File: config.mk
export PLATFORM = sky130hd
export DESIGN_NAME = cursor_linked_list_engine_unit
export DESIGN_NICKNAME = d
export VERILOG_FILES = /design/src/hw/rtl/clle_pkg.sv /design/src/hw/rtl/cursor_linked_list_engine_unit.sv /design/src/hw/rtl/clle_slot_mem.sv /design/src/hw/rtl/clle_used_map.sv
export SDC_FILE = /design/constraint.sdc
export NUM_CORES = 2
export LEC_CHECK = 0
export ABC_CLOCK_PERIOD_IN_PS = 9450
export BUFFER_PORTS_ARGS = -buffer_cell sky130_fd_sc_hd__buf_2
export CAP_MARGIN = 20
export CORE_MARGIN = 1
export CORE_UTILIZATION = 32
export DETAILED_ROUTE_END_ITERATION = 12
export PLACE_DENSITY_LB_ADDON = 0.2
export RECOVER_POWER = 100
export SLEW_MARGIN = 5
export SYNTH_ARGS = -nofsm -noshare
export SYNTH_HDL_FRONTEND = slang
export SYNTH_SLANG_ARGS = --single-unit
File: constraint.sdc
create_clock -name clk -period 9.45 [get_ports clk]
set_clock_uncertainty 0.2 [all_clocks]
set_input_delay 0.945 -clock clk [delete_from_list [all_inputs] [get_ports clk]]
set_output_delay 0.945 -clock clk [all_outputs]
set_load 0.05 [all_outputs]
File: src/hw/rtl/clle_pkg.sv
package clle_pkg;

	// action codes carried on the input tuser
	typedef enum logic [1:0] {
		ACT_INSERT = 2'd0,
		ACT_ERASE  = 2'd1,
		ACT_GET    = 2'd2,
		ACT_FIND   = 2'd3
	} action_t;

	// status codes carried on the output tuser
	typedef enum logic [1:0] {
		ST_OK        = 2'd0,
		ST_RANGE     = 2'd1,
		ST_FULL      = 2'd2,
		ST_NOT_FOUND = 2'd3
	} status_t;

	// commands to the slot occupancy map
	typedef struct packed {
		logic take; // claim the current lowest free slot
		logic drop; // free the slot given alongside
	} used_cmd_t;

	localparam int unsigned IN_DATA_W  = 40;
	localparam int unsigned OUT_DATA_W = 48;
	localparam int unsigned POS_W      = 7;
	localparam int unsigned PORT_VAL_W = 32;
	localparam int unsigned FOUND_W    = 6;
	localparam int unsigned COUNT_W    = 7;

endpackage

File: src/hw/rtl/cursor_linked_list_engine_unit.sv
// Ordered list engine: doubly linked slots in one synchronous memory, one word in flight.
// Per word: get walks to the position, index-of walks until a match or the tail, erase walks
// and then makes up to two read-modify-write link repairs, and insert first waits for the
// background lowest-free-slot search that follows an earlier insert, then walks unless at the
// head and makes up to two link repairs. The link walk, one memory read per cycle, sets the rate.
// Reset: asynchronous, clears used flags, head and count; slot memory needs no clearing.
module cursor_linked_list_engine_unit #(
	parameter int unsigned CAPACITY    = 64,
	parameter int unsigned VALUE_WIDTH = 32
) (
	input  logic                             clk,
	input  logic                             arst_n,
	// input words
	input  logic                             s_tvalid,
	output logic                             s_tready,
	input  logic [clle_pkg::IN_DATA_W-1:0]   s_tdata,  // position[6:0], value[38:7], pad
	input  logic [1:0]                       s_tuser,  // action[1:0]
	// result words
	output logic                             m_tvalid,
	input  logic                             m_tready,
	output logic [clle_pkg::OUT_DATA_W-1:0]  m_tdata,  // read_value[31:0], found_index[37:32],
	                                                   // element_count[44:38], is_empty[45],
	                                                   // is_full[46], pad
	output logic [1:0]                       m_tuser   // status[1:0]
);
	import clle_pkg::*;

	// link and count width holds CAPACITY itself, which marks "no slot"
	localparam int unsigned LW   = $clog2(CAPACITY + 1);
	localparam int unsigned SW   = $clog2(CAPACITY);
	localparam int unsigned CMPW = (LW > POS_W) ? LW : POS_W;
	localparam int unsigned VW   = VALUE_WIDTH;
	localparam int unsigned EW   = VW + 2 * LW;
	localparam logic [LW-1:0] NONE = LW'(CAPACITY);

	typedef enum logic [7:0] {
		S_IDLE  = 8'b0000_0001,
		S_FREE  = 8'b0000_0010,
		S_START = 8'b0000_0100,
		S_STEP  = 8'b0000_1000,
		S_NEW   = 8'b0001_0000,
		S_FIXRD = 8'b0010_0000,
		S_FIXWR = 8'b0100_0000,
		S_DONE  = 8'b1000_0000
	} state_t;

	state_t           state_q;
	action_t          act_q;
	logic [POS_W-1:0] pos_q;
	logic [VW-1:0]    key_q;
	logic [LW-1:0]    count_q;
	logic [LW-1:0]    head_q;
	logic [LW-1:0]    cur_q;
	logic [CMPW-1:0]  idx_q;
	logic [CMPW-1:0]  tgt_q;
	logic [LW-1:0]    neo_q;
	logic [LW-1:0]    new_next_q;
	logic [LW-1:0]    new_prev_q;
	logic [1:0]       fix_v_q;
	logic [LW-1:0]    fix_slot_q [2];
	logic             fix_nxt_q  [2];  // 1: repair next link, 0: repair prev link
	logic [LW-1:0]    fix_link_q [2];
	status_t          status_q;
	logic [VW-1:0]    rval_q;
	logic [FOUND_W-1:0] found_q;

	// output register
	logic               out_valid_q;
	status_t            o_status_q;
	logic [PORT_VAL_W-1:0] o_rval_q;
	logic [FOUND_W-1:0] o_found_q;
	logic [COUNT_W-1:0] o_count_q;
	logic               o_empty_q;
	logic               o_full_q;

	// memory port
	logic          mem_we;
	logic [SW-1:0] mem_waddr;
	logic [EW-1:0] mem_wdata;
	logic [SW-1:0] mem_raddr;
	logic [EW-1:0] mem_rdata;
	logic [VW-1:0] rd_val;
	logic [LW-1:0] rd_next;
	logic [LW-1:0] rd_prev;

	// occupancy map
	used_cmd_t     ucmd;
	logic          free_valid;
	logic [SW-1:0] free_slot;

	// input fields
	action_t          in_act;
	logic [POS_W-1:0] in_pos;
	logic [CMPW-1:0]  in_posx;
	logic [CMPW-1:0]  posx;
	logic [CMPW-1:0]  cntx;
	logic             pos_lt_cnt;
	logic             pos1_lt_cnt;
	logic             fsel;
	logic             arrive;
	logic             accept;
	logic             out_load;
	logic [LW-1:0]    free_link;
	logic [LW-1:0]    er_next;

	// true while another element follows index i in a list of n
	function automatic logic pos1_lt_cnt_find(input logic [CMPW-1:0] i,
	                                          input logic [CMPW-1:0] n);
		return ((CMPW + 1)'(i) + 1'b1) < (CMPW + 1)'(n);
	endfunction

	assign in_act  = action_t'(s_tuser);
	assign in_pos  = s_tdata[POS_W-1:0];
	assign in_posx = CMPW'(in_pos);
	assign posx    = CMPW'(pos_q);
	assign cntx    = CMPW'(count_q);

	assign pos_lt_cnt  = posx < cntx;
	assign pos1_lt_cnt = ((CMPW + 1)'(posx) + 1'b1) < (CMPW + 1)'(cntx);

	assign rd_prev = mem_rdata[LW-1:0];
	assign rd_next = mem_rdata[2*LW-1:LW];
	assign rd_val  = mem_rdata[EW-1:2*LW];

	// repair entry 0 first, then entry 1
	assign fsel      = ~fix_v_q[0];
	assign free_link = LW'(free_slot);
	// successor of the erased element, none at the tail
	assign er_next   = pos1_lt_cnt ? rd_next : NONE;

	assign s_tready = (state_q == S_IDLE);
	assign accept   = s_tvalid && s_tready;
	assign arrive   = (state_q == S_STEP) && (act_q != ACT_FIND) && (idx_q == tgt_q);
	assign out_load = (state_q == S_DONE) && (!out_valid_q || m_tready);

	assign ucmd = '{take: (state_q == S_FREE) && free_valid,
	                drop: arrive && (act_q == ACT_ERASE)};

	// memory addressing: walk reads follow the link just read
	always_comb begin
		mem_we    = 1'b0;
		mem_waddr = SW'(neo_q);
		mem_wdata = {key_q, new_next_q, new_prev_q};
		mem_raddr = SW'(head_q);
		if (state_q == S_NEW) begin
			mem_we = 1'b1;
		end
		if (state_q == S_FIXWR) begin
			mem_we    = 1'b1;
			mem_waddr = SW'(fix_slot_q[fsel]);
			mem_wdata = fix_nxt_q[fsel] ? {rd_val, fix_link_q[fsel], rd_prev}
			                            : {rd_val, rd_next, fix_link_q[fsel]};
		end
		if (state_q == S_STEP) begin
			mem_raddr = SW'(rd_next);
		end
		if (state_q == S_FIXRD) begin
			mem_raddr = SW'(fix_slot_q[fsel]);
		end
	end

	clle_slot_mem #(
		.DEPTH (CAPACITY),
		.WIDTH (EW),
		.AW    (SW)
	) u_mem (
		.clk   (clk),
		.we    (mem_we),
		.waddr (mem_waddr),
		.wdata (mem_wdata),
		.raddr (mem_raddr),
		.rdata (mem_rdata)
	);

	clle_used_map #(
		.CAPACITY (CAPACITY),
		.SW       (SW)
	) u_used (
		.clk        (clk),
		.arst_n     (arst_n),
		.cmd        (ucmd),
		.drop_slot  (SW'(cur_q)),
		.free_valid (free_valid),
		.free_slot  (free_slot)
	);

	// payload registers of the sequencer
	always_ff @(posedge clk) begin
		if (accept) begin
			act_q   <= in_act;
			pos_q   <= in_pos;
			key_q   <= VW'(s_tdata[POS_W +: PORT_VAL_W]);
			rval_q  <= '0;
			found_q <= '0;
			tgt_q   <= in_posx;
		end
		if (state_q == S_FREE && free_valid) begin
			neo_q <= free_link;
			if (pos_q == '0) begin
				// new head: old head gets the new slot as its predecessor
				new_next_q    <= (count_q != '0) ? head_q : NONE;
				new_prev_q    <= NONE;
				fix_slot_q[0] <= head_q;
				fix_nxt_q[0]  <= 1'b0;
				fix_link_q[0] <= free_link;
			end else begin
				tgt_q <= posx - 1'b1;
			end
		end
		if (state_q == S_START) begin
			cur_q <= head_q;
			idx_q <= '0;
		end
		if (state_q == S_STEP) begin
			if (act_q == ACT_FIND) begin
				if (rd_val == key_q) begin
					found_q <= FOUND_W'(idx_q);
				end
			end else if (arrive) begin
				unique case (act_q)
					ACT_INSERT: begin
						// link new slot between cursor and its successor
						new_next_q    <= pos_lt_cnt ? rd_next : NONE;
						new_prev_q    <= cur_q;
						fix_slot_q[0] <= cur_q;
						fix_nxt_q[0]  <= 1'b1;
						fix_link_q[0] <= neo_q;
						fix_slot_q[1] <= rd_next;
						fix_nxt_q[1]  <= 1'b0;
						fix_link_q[1] <= neo_q;
					end
					ACT_ERASE: begin
						// bypass the cursor slot from both neighbors
						fix_slot_q[0] <= rd_prev;
						fix_nxt_q[0]  <= 1'b1;
						fix_link_q[0] <= er_next;
						fix_slot_q[1] <= rd_next;
						fix_nxt_q[1]  <= 1'b0;
						fix_link_q[1] <= (pos_q == '0) ? NONE : rd_prev;
					end
					ACT_GET: begin
						rval_q <= rd_val;
					end
					default: begin
					end
				endcase
			end
			if (!arrive) begin
				cur_q <= rd_next;
				idx_q <= idx_q + 1'b1;
			end
		end
	end

	// control: state, list head, count, pending repairs, status
	always_ff @(posedge clk or negedge arst_n) begin
		if (!arst_n) begin
			state_q  <= S_IDLE;
			head_q   <= NONE;
			count_q  <= '0;
			fix_v_q  <= '0;
			status_q <= ST_OK;
		end else begin
			unique case (state_q)
				S_IDLE: begin
					if (accept) begin
						status_q <= ST_OK;
						fix_v_q  <= '0;
						unique case (in_act)
							ACT_INSERT: begin
								if (in_posx > cntx) begin
									status_q <= ST_RANGE;
									state_q  <= S_DONE;
								end else if (count_q == LW'(CAPACITY)) begin
									status_q <= ST_FULL;
									state_q  <= S_DONE;
								end else begin
									state_q <= S_FREE;
								end
							end
							ACT_ERASE, ACT_GET: begin
								if (in_posx >= cntx) begin
									status_q <= ST_RANGE;
									state_q  <= S_DONE;
								end else begin
									state_q <= S_START;
								end
							end
							ACT_FIND: begin
								if (count_q == '0) begin
									status_q <= ST_NOT_FOUND;
									state_q  <= S_DONE;
								end else begin
									state_q <= S_START;
								end
							end
							default: begin
								state_q <= S_IDLE;
							end
						endcase
					end
				end
				S_FREE: begin
					// hold until the lowest free slot is known
					if (free_valid) begin
						if (pos_q == '0) begin
							fix_v_q <= {1'b0, count_q != '0};
							head_q  <= free_link;
							count_q <= count_q + 1'b1;
							state_q <= S_NEW;
						end else begin
							state_q <= S_START;
						end
					end
				end
				S_START: begin
					state_q <= S_STEP;
				end
				S_STEP: begin
					if (act_q == ACT_FIND) begin
						if (rd_val == key_q) begin
							state_q <= S_DONE;
						end else if (!pos1_lt_cnt_find(idx_q, cntx)) begin
							status_q <= ST_NOT_FOUND;
							state_q  <= S_DONE;
						end
					end else if (arrive) begin
						unique case (act_q)
							ACT_INSERT: begin
								fix_v_q <= {pos_lt_cnt, 1'b1};
								count_q <= count_q + 1'b1;
								state_q <= S_NEW;
							end
							ACT_ERASE: begin
								if (pos_q == '0) begin
									head_q <= er_next;
								end
								fix_v_q <= {pos1_lt_cnt, pos_q != '0};
								count_q <= count_q - 1'b1;
								if (pos1_lt_cnt || pos_q != '0) begin
									state_q <= S_FIXRD;
								end else begin
									state_q <= S_DONE;
								end
							end
							default: begin
								state_q <= S_DONE;
							end
						endcase
					end
				end
				S_NEW: begin
					state_q <= (fix_v_q != '0) ? S_FIXRD : S_DONE;
				end
				S_FIXRD: begin
					state_q <= S_FIXWR;
				end
				S_FIXWR: begin
					fix_v_q[fsel] <= 1'b0;
					state_q <= (fix_v_q[0] && fix_v_q[1]) ? S_FIXRD : S_DONE;
				end
				S_DONE: begin
					if (out_load) begin
						state_q <= S_IDLE;
					end
				end
				default: begin
					state_q <= S_IDLE;
				end
			endcase
		end
	end

	// result word holds here while the next word is taken and worked on
	always_ff @(posedge clk or negedge arst_n) begin
		if (!arst_n) begin
			out_valid_q <= 1'b0;
		end else if (out_load) begin
			out_valid_q <= 1'b1;
		end else if (m_tready) begin
			out_valid_q <= 1'b0;
		end
	end

	always_ff @(posedge clk) begin
		if (out_load) begin
			o_status_q <= status_q;
			o_rval_q   <= PORT_VAL_W'(rval_q);
			o_found_q  <= found_q;
			o_count_q  <= COUNT_W'(count_q);
			o_empty_q  <= (count_q == '0);
			o_full_q   <= (count_q == LW'(CAPACITY));
		end
	end

	assign m_tvalid = out_valid_q;
	assign m_tuser  = o_status_q;
	assign m_tdata  = {1'b0, o_full_q, o_empty_q, o_count_q, o_found_q, o_rval_q};

endmodule

File: src/hw/rtl/clle_slot_mem.sv
module clle_slot_mem #(
	parameter int unsigned DEPTH = 64,
	parameter int unsigned WIDTH = 46,
	parameter int unsigned AW    = 6
) (
	input  logic             clk,
	input  logic             we,
	input  logic [AW-1:0]    waddr,
	input  logic [WIDTH-1:0] wdata,
	input  logic [AW-1:0]    raddr,
	output logic [WIDTH-1:0] rdata
);

	logic [WIDTH-1:0] mem [DEPTH];
	logic [WIDTH-1:0] rdata_q;

	always_ff @(posedge clk) begin
		if (we) begin
			mem[waddr] <= wdata;
		end
	end

	// registered read
	always_ff @(posedge clk) begin
		rdata_q <= mem[raddr];
	end

	assign rdata = rdata_q;

endmodule

File: src/hw/rtl/clle_used_map.sv
module clle_used_map #(
	parameter int unsigned CAPACITY = 64,
	parameter int unsigned SW       = 6
) (
	input  logic                clk,
	input  logic                arst_n,
	input  clle_pkg::used_cmd_t cmd,
	input  logic [SW-1:0]       drop_slot,
	output logic                free_valid,
	output logic [SW-1:0]       free_slot
);
	import clle_pkg::*;

	localparam logic [SW-1:0] LAST = SW'(CAPACITY - 1);

	logic [CAPACITY-1:0] used_q;
	logic [SW-1:0]       free_q;
	logic                free_v_q;
	logic [SW-1:0]       scan_q;
	logic                scan_on_q;

	// Keep the lowest free slot ready; after a take, search upward one flag a cycle.
	always_ff @(posedge clk or negedge arst_n) begin
		if (!arst_n) begin
			used_q    <= '0;
			free_q    <= '0;
			free_v_q  <= 1'b1;
			scan_q    <= '0;
			scan_on_q <= 1'b0;
		end else begin
			if (scan_on_q && !free_v_q) begin
				if (!used_q[scan_q]) begin
					free_q    <= scan_q;
					free_v_q  <= 1'b1;
					scan_on_q <= 1'b0;
				end else if (scan_q == LAST) begin
					scan_on_q <= 1'b0;
				end else begin
					scan_q <= scan_q + 1'b1;
				end
			end
			if (cmd.take) begin
				used_q[free_q] <= 1'b1;
				free_v_q       <= 1'b0;
				if (free_q == LAST) begin
					scan_on_q <= 1'b0;
				end else begin
					scan_q    <= free_q + 1'b1;
					scan_on_q <= 1'b1;
				end
			end
			if (cmd.drop) begin
				used_q[drop_slot] <= 1'b0;
				if (free_v_q) begin
					if (drop_slot < free_q) begin
						free_q <= drop_slot;
					end
				end else if (!scan_on_q || drop_slot <= scan_q) begin
					free_q    <= drop_slot;
					free_v_q  <= 1'b1;
					scan_on_q <= 1'b0;
				end
			end
		end
	end

	assign free_valid = free_v_q;
	assign free_slot  = free_q;

endmodule

==> reports/qor_table.md <==
| Group | Result | Value |
| --- | --- | --- |
| placed design | PortBufs | 95 |
| placed design | Setup slack at placement | 3.50 ns |
| floorplan | Die ar. | 384,000 um2 |
| global routing | Remaining global-route overflow | 0 |
| yosys | Top-count cell post-synth | sky130_fd_sc_hd__edfxtp_1 |
| sta | Final min period | 7.63 ns |
| clocking | Clock buffers created by TritonCTS | 340 |
| yosys | Post-synth top cells | sky130_fd_sc_hd__edfxtp_1, sky130_fd_sc_hd__mux4_2, sky130_fd_sc_hd__nand2_1 |
| setup path | Crit path launch type | flop |
| power and ir drop | Cell Int Power | 23.8 mW |
| sta | Actual transition at the worst max-transition pin | 4.48 ns |
| setup path | Class of the most critical setup path | reg2reg |
| detailed routing | DRC Markers | 0 |
| placed design | Global placement routability congestion | 0.807 |
| sta | Worst setup slack after layout | 1.82 ns |
| setup path | Worst EP arrival | 7.90 ns |
| detailed routing | Drt pass-1 iters | 6 |
| setup path | CP Max Fanout | 37 |
| yosys | Yosys warnings | 0 |
| detailed routing | Sum of routed wire length over all layers | 347 mm |
| placed design | Inst Count DP | 10,900 |
| run status | Run status | complete, but fails checks |
| floorplan | Starting density of the core | 32.2% |
| placed design | Placed cell areas | 130,000 um2 |
| setup path | CP endpoint kind | flop |
| setup path | Data required time of the critical path | 9.72 ns |
| yosys | Top FF cell, synth | sky130_fd_sc_hd__edfxtp_1 |
| power and ir drop | Clock share of power | 41.7% |
| detailed routing | Post-route ant nets | 0 |
| yosys | Post-Synthesis Net Count | 6,049 |
| global routing | Largest net degree at the start of global routing | 97 |
| clocking | Clock sink total | 3,155 |
| global routing | Number of antenna violations at the first check in global routing | 6 |
| power and ir drop | Fraction of power spent switching nets | 22.7% |
| sta | Final-report setup violation count | 0 |
| detailed routing | DRC marker count from the first detailed-route iteration | 5,891 |
| clocking | Clock Pin Slew Worst Setup and Hold Paths | 0.06 ns |
| placed design | Post-DP HPWL | 184 mm |
| yosys | Cells after Synth | 5,958 |
| power and ir drop | Post-layout total power | 30.8 mW |
| floorplan | Area of the core region | 379,000 um2 |
| worst hold path | Worst hold path type | in2reg |
| detailed routing | Vias | 61,400 |
| yosys | Share of the synthesized area in the top cell type | 72.2% |
| power and ir drop | Switch Pwr | 6.97 mW |
| sta | Peak Freq | 0.131 GHz |
| power and ir drop | Power density cells | 220 nW/um2 |
| yosys | Register area share after synthesis | 76.2% |
| clocking | Clock latency reported for the late side of the worst-skew pair | 0.88 ns |
| sta | Final worst path period share | 80.8% |
| detailed routing | Wire length per cell | 30.0 um |
| sta | Final slew viol count | 3,720 |
| yosys | Area contributors post-synth | sky130_fd_sc_hd__edfxtp_1, sky130_fd_sc_hd__mux4_2, sky130_fd_sc_hd__dfrtp_1 |
| yosys | Number of distinct library cells after synthesis | 76 |
| power and ir drop | Leak | 45.1 nW |
| layout | Cell Count, Final, Fillers Out | 11,600 |
| detailed routing | Average vias per placed instance | 5.31 |
| layout | Final core occ | 36.8% |
| sta | Setup repair after global routing missed its margin | false |
| power and ir drop | Max IR drop VDD | 0.146 mV |
| yosys | Leading area contributor after synthesis | sky130_fd_sc_hd__edfxtp_1 |
| yosys | Post-synth EDFFs | 2,937 |
| power and ir drop | Power share of the combinational group | 5.9% |
| clocking | H-tree depth | 5 |
| yosys | Mean instance size in the synthesized netlist | 20.5 um2 |
| yosys | Flip-flop and latch count after synthesis | 3,155 |
| clocking | Count of buffers added by post-CTS timing repair for setup | 0 |
| power and ir drop | Share of power burned in registers | 52.4% |
| layout | Area of the multi-input gates | 27,700 um2 |
| global routing | Wire length of the first global-routing pass | 487 mm |
| yosys | Async S/R FF share, synth | 3.30% |
| layout | Area taken by flip-flops and latches | 93,100 um2 |
| floorplan | Width of the chip | 620 um |
| layout | Number of fill cells in the layout | 34,900 |
| run status | Violated checks | capacitance limit, slew limit |
| run | Max capacitance violation total | 103 |
| clocking | Master cell of the clock root buffer | sky130_fd_sc_hd__clkbuf_16 |
| clocking | Number of gates resized after CTS | 0 |
| layout | Layout cells sized above 1 | 21.4% |
| sta | Hold slack | 0.0627 ns |
| clocking | Deepest clock path buffer count | 4 |
| floorplan | Boundary Pins | 98 |
| layout | Post-route cell area | 140,000 um2 |
| yosys | Post-synthesis instance area | 122,000 um2 |
| sta | Worst max-slew margin expressed relative to the limit | -199% |
| sta | Setup TNS Final | 0 ns |
| floorplan | Placement Rows | 226 |
| global routing | Number of global-route vias before repair | 63,400 |
| floorplan | Vert. Die Dim | 620 um |
| layout | Layout net count | 6,378 |
| layout | Area growth from synthesis to layout | 14.4% |
| clocking | TritonCTS clock tree | yes |
| global routing | Total global routing track utilization | 17.8% |
| sta | Final Hold Viols | 0 |
[state kept, by name, indices dropped and copies added (netlist names), 7 cells and up]
signal	flops
u_mem.mem	2816
u_used.used_q	64
u_mem.rdata	44
key_q	32
o_rval_q	32
rval_q	32
fix_link_q	12
fix_slot_q	12
state_q	8
cntx	7
idx_q	7
o_count_q	7
pos_q	7
tgt_q	7
[cells in the final DEF (no fill, tap or decap), types with 12 or more instances in the layout]
master,netlist,final
sky130_fd_sc_hd__dlygate4sd3_1,0,19
sky130_fd_sc_hd__a31oi_1,13,13
sky130_fd_sc_hd__clkbuf_1,153,220
sky130_fd_sc_hd__xor2_1,16,16
sky130_fd_sc_hd__nand3_1,46,42
sky130_fd_sc_hd__buf_12,0,15
sky130_fd_sc_hd__inv_6,0,12
sky130_fd_sc_hd__mux2i_1,233,233
sky130_fd_sc_hd__dfxtp_1,114,114
sky130_fd_sc_hd__nor3_1,27,27
sky130_fd_sc_hd__mux4_2,713,713
sky130_fd_sc_hd__inv_1,40,40
sky130_fd_sc_hd__nand4_1,23,23
sky130_fd_sc_hd__o21a_1,12,12
sky130_fd_sc_hd__bufinv_16,0,20
sky130_fd_sc_hd__a221oi_1,87,87
sky130_fd_sc_hd__xnor2_1,49,49
sky130_fd_sc_hd__nor2_1,168,140
sky130_fd_sc_hd__clkbuf_16,0,349
sky130_fd_sc_hd__ha_1,45,45
sky130_fd_sc_hd__buf_2,116,27
sky130_fd_sc_hd__clkinv_1,3,71
sky130_fd_sc_hd__dfrtp_1,102,102
sky130_fd_sc_hd__edfxtp_1,2937,2937
sky130_fd_sc_hd__o22ai_1,92,92
sky130_fd_sc_hd__a21o_1,13,13
sky130_fd_sc_hd__mux2_2,13,13
sky130_fd_sc_hd__buf_4,18,94
sky130_fd_sc_hd__a22o_1,95,95
sky130_fd_sc_hd__clkinv_2,0,58
sky130_fd_sc_hd__a21oi_1,175,176
sky130_fd_sc_hd__nand2_1,303,299
sky130_fd_sc_hd__o21ai_0,98,98
sky130_fd_sc_hd__nor2_4,0,29
sky130_fd_sc_hd__clkbuf_2,0,14
sky130_fd_sc_hd__o221ai_1,44,44
[cells by family (layout without fill, tap and decap cells)]
group                    after synthesis  after routing  share of synthesized area [%]
AND/OR/NAND/NOR                      659            659                           2.43
other                                  1              4                        0.00307
flip-flops                          3155           3155                           76.2
multiplexers                         959            959                           15.2
buffers and inverters                371            968                           1.33
AO/OA/AOI/OAI                        703            703                           3.95
XOR/XNOR                              65             65                          0.466
adder cells (fa/ha/maj)               45             45                          0.461
[power by group through the flow]
stage / sequential [mW] / combinational (mW) / clock, mW
after global placement: 16.4 / 1.78 / 0
after CTS: 16.1 / 1.88 / 13.1
after global routing: 16.1 / 1.97 / 13.6
after floorplan: 16.4 / 1.05 / 0
after detailed placement: 16.4 / 1.88 / 0
final: 16.1 / 1.82 / 12.8
[worst max-delay path: stages (launching register included)]
cell	delay, ns
sky130_fd_sc_hd__dfrtp_1	0.68
sky130_fd_sc_hd__or4_1	0.58
sky130_fd_sc_hd__nor3_1	0.27
sky130_fd_sc_hd__and3b_1	0.34
sky130_fd_sc_hd__clkbuf_1	2.24
sky130_fd_sc_hd__nand3_1	0.21
sky130_fd_sc_hd__o31ai_1	0.21
sky130_fd_sc_hd__nand2_1	0.56
sky130_fd_sc_hd__nor2_4	0.64
sky130_fd_sc_hd__clkbuf_2	1.08
[path summary, 6_finish.rpt]
kind / start / to / slack, ns / depth (start not counted)
setup / recovery: state_q[3] / u_mem.mem[4][18] / 1.82 / 9
hold reg to reg: found_q[2] / o_found_q[2] / 0.23 / 0
setup reg to reg: state_q[3] / u_mem.mem[4][18] / 1.82 / 9
max in group asynchronous: arst_n / m_tvalid / 3.38 / 3
min in group asynchronous: arst_n / u_used.used_q[41] / 0.89 / 2
hold / removal: s_tdata[7] / key_q[0] / 0.06 / 1
[routing by layer]
metal  wire length (um)  GRT usage [%]  vias to the layer above
li1                   -              -                    25500
met1             152000           24.6                    33700
met2             170000           29.7                     1766
met3              16300           2.04                      438
met4               9390           4.94                        0
met5                  0              0                        -
[area by class of cell]
cell class                 instances  share of cell area (%)
inverter                          44                   0.118
multi-input combinational       2432                    19.8
clock inverter                   171                   0.976
timing repair buffer             314                    1.42
tap                             5016                    4.49
sequential                      3155                    66.6
antenna                            3                 0.00537
clock buffer                     439                    6.57
[timing repair]
item / CTS / global route
hold endpoints to repair: 50 / 0
hold buffers: 19 / 0
endpoints found under the setup margin: 0 / 0
No activity file was read; power rests on OpenSTA's default activity.
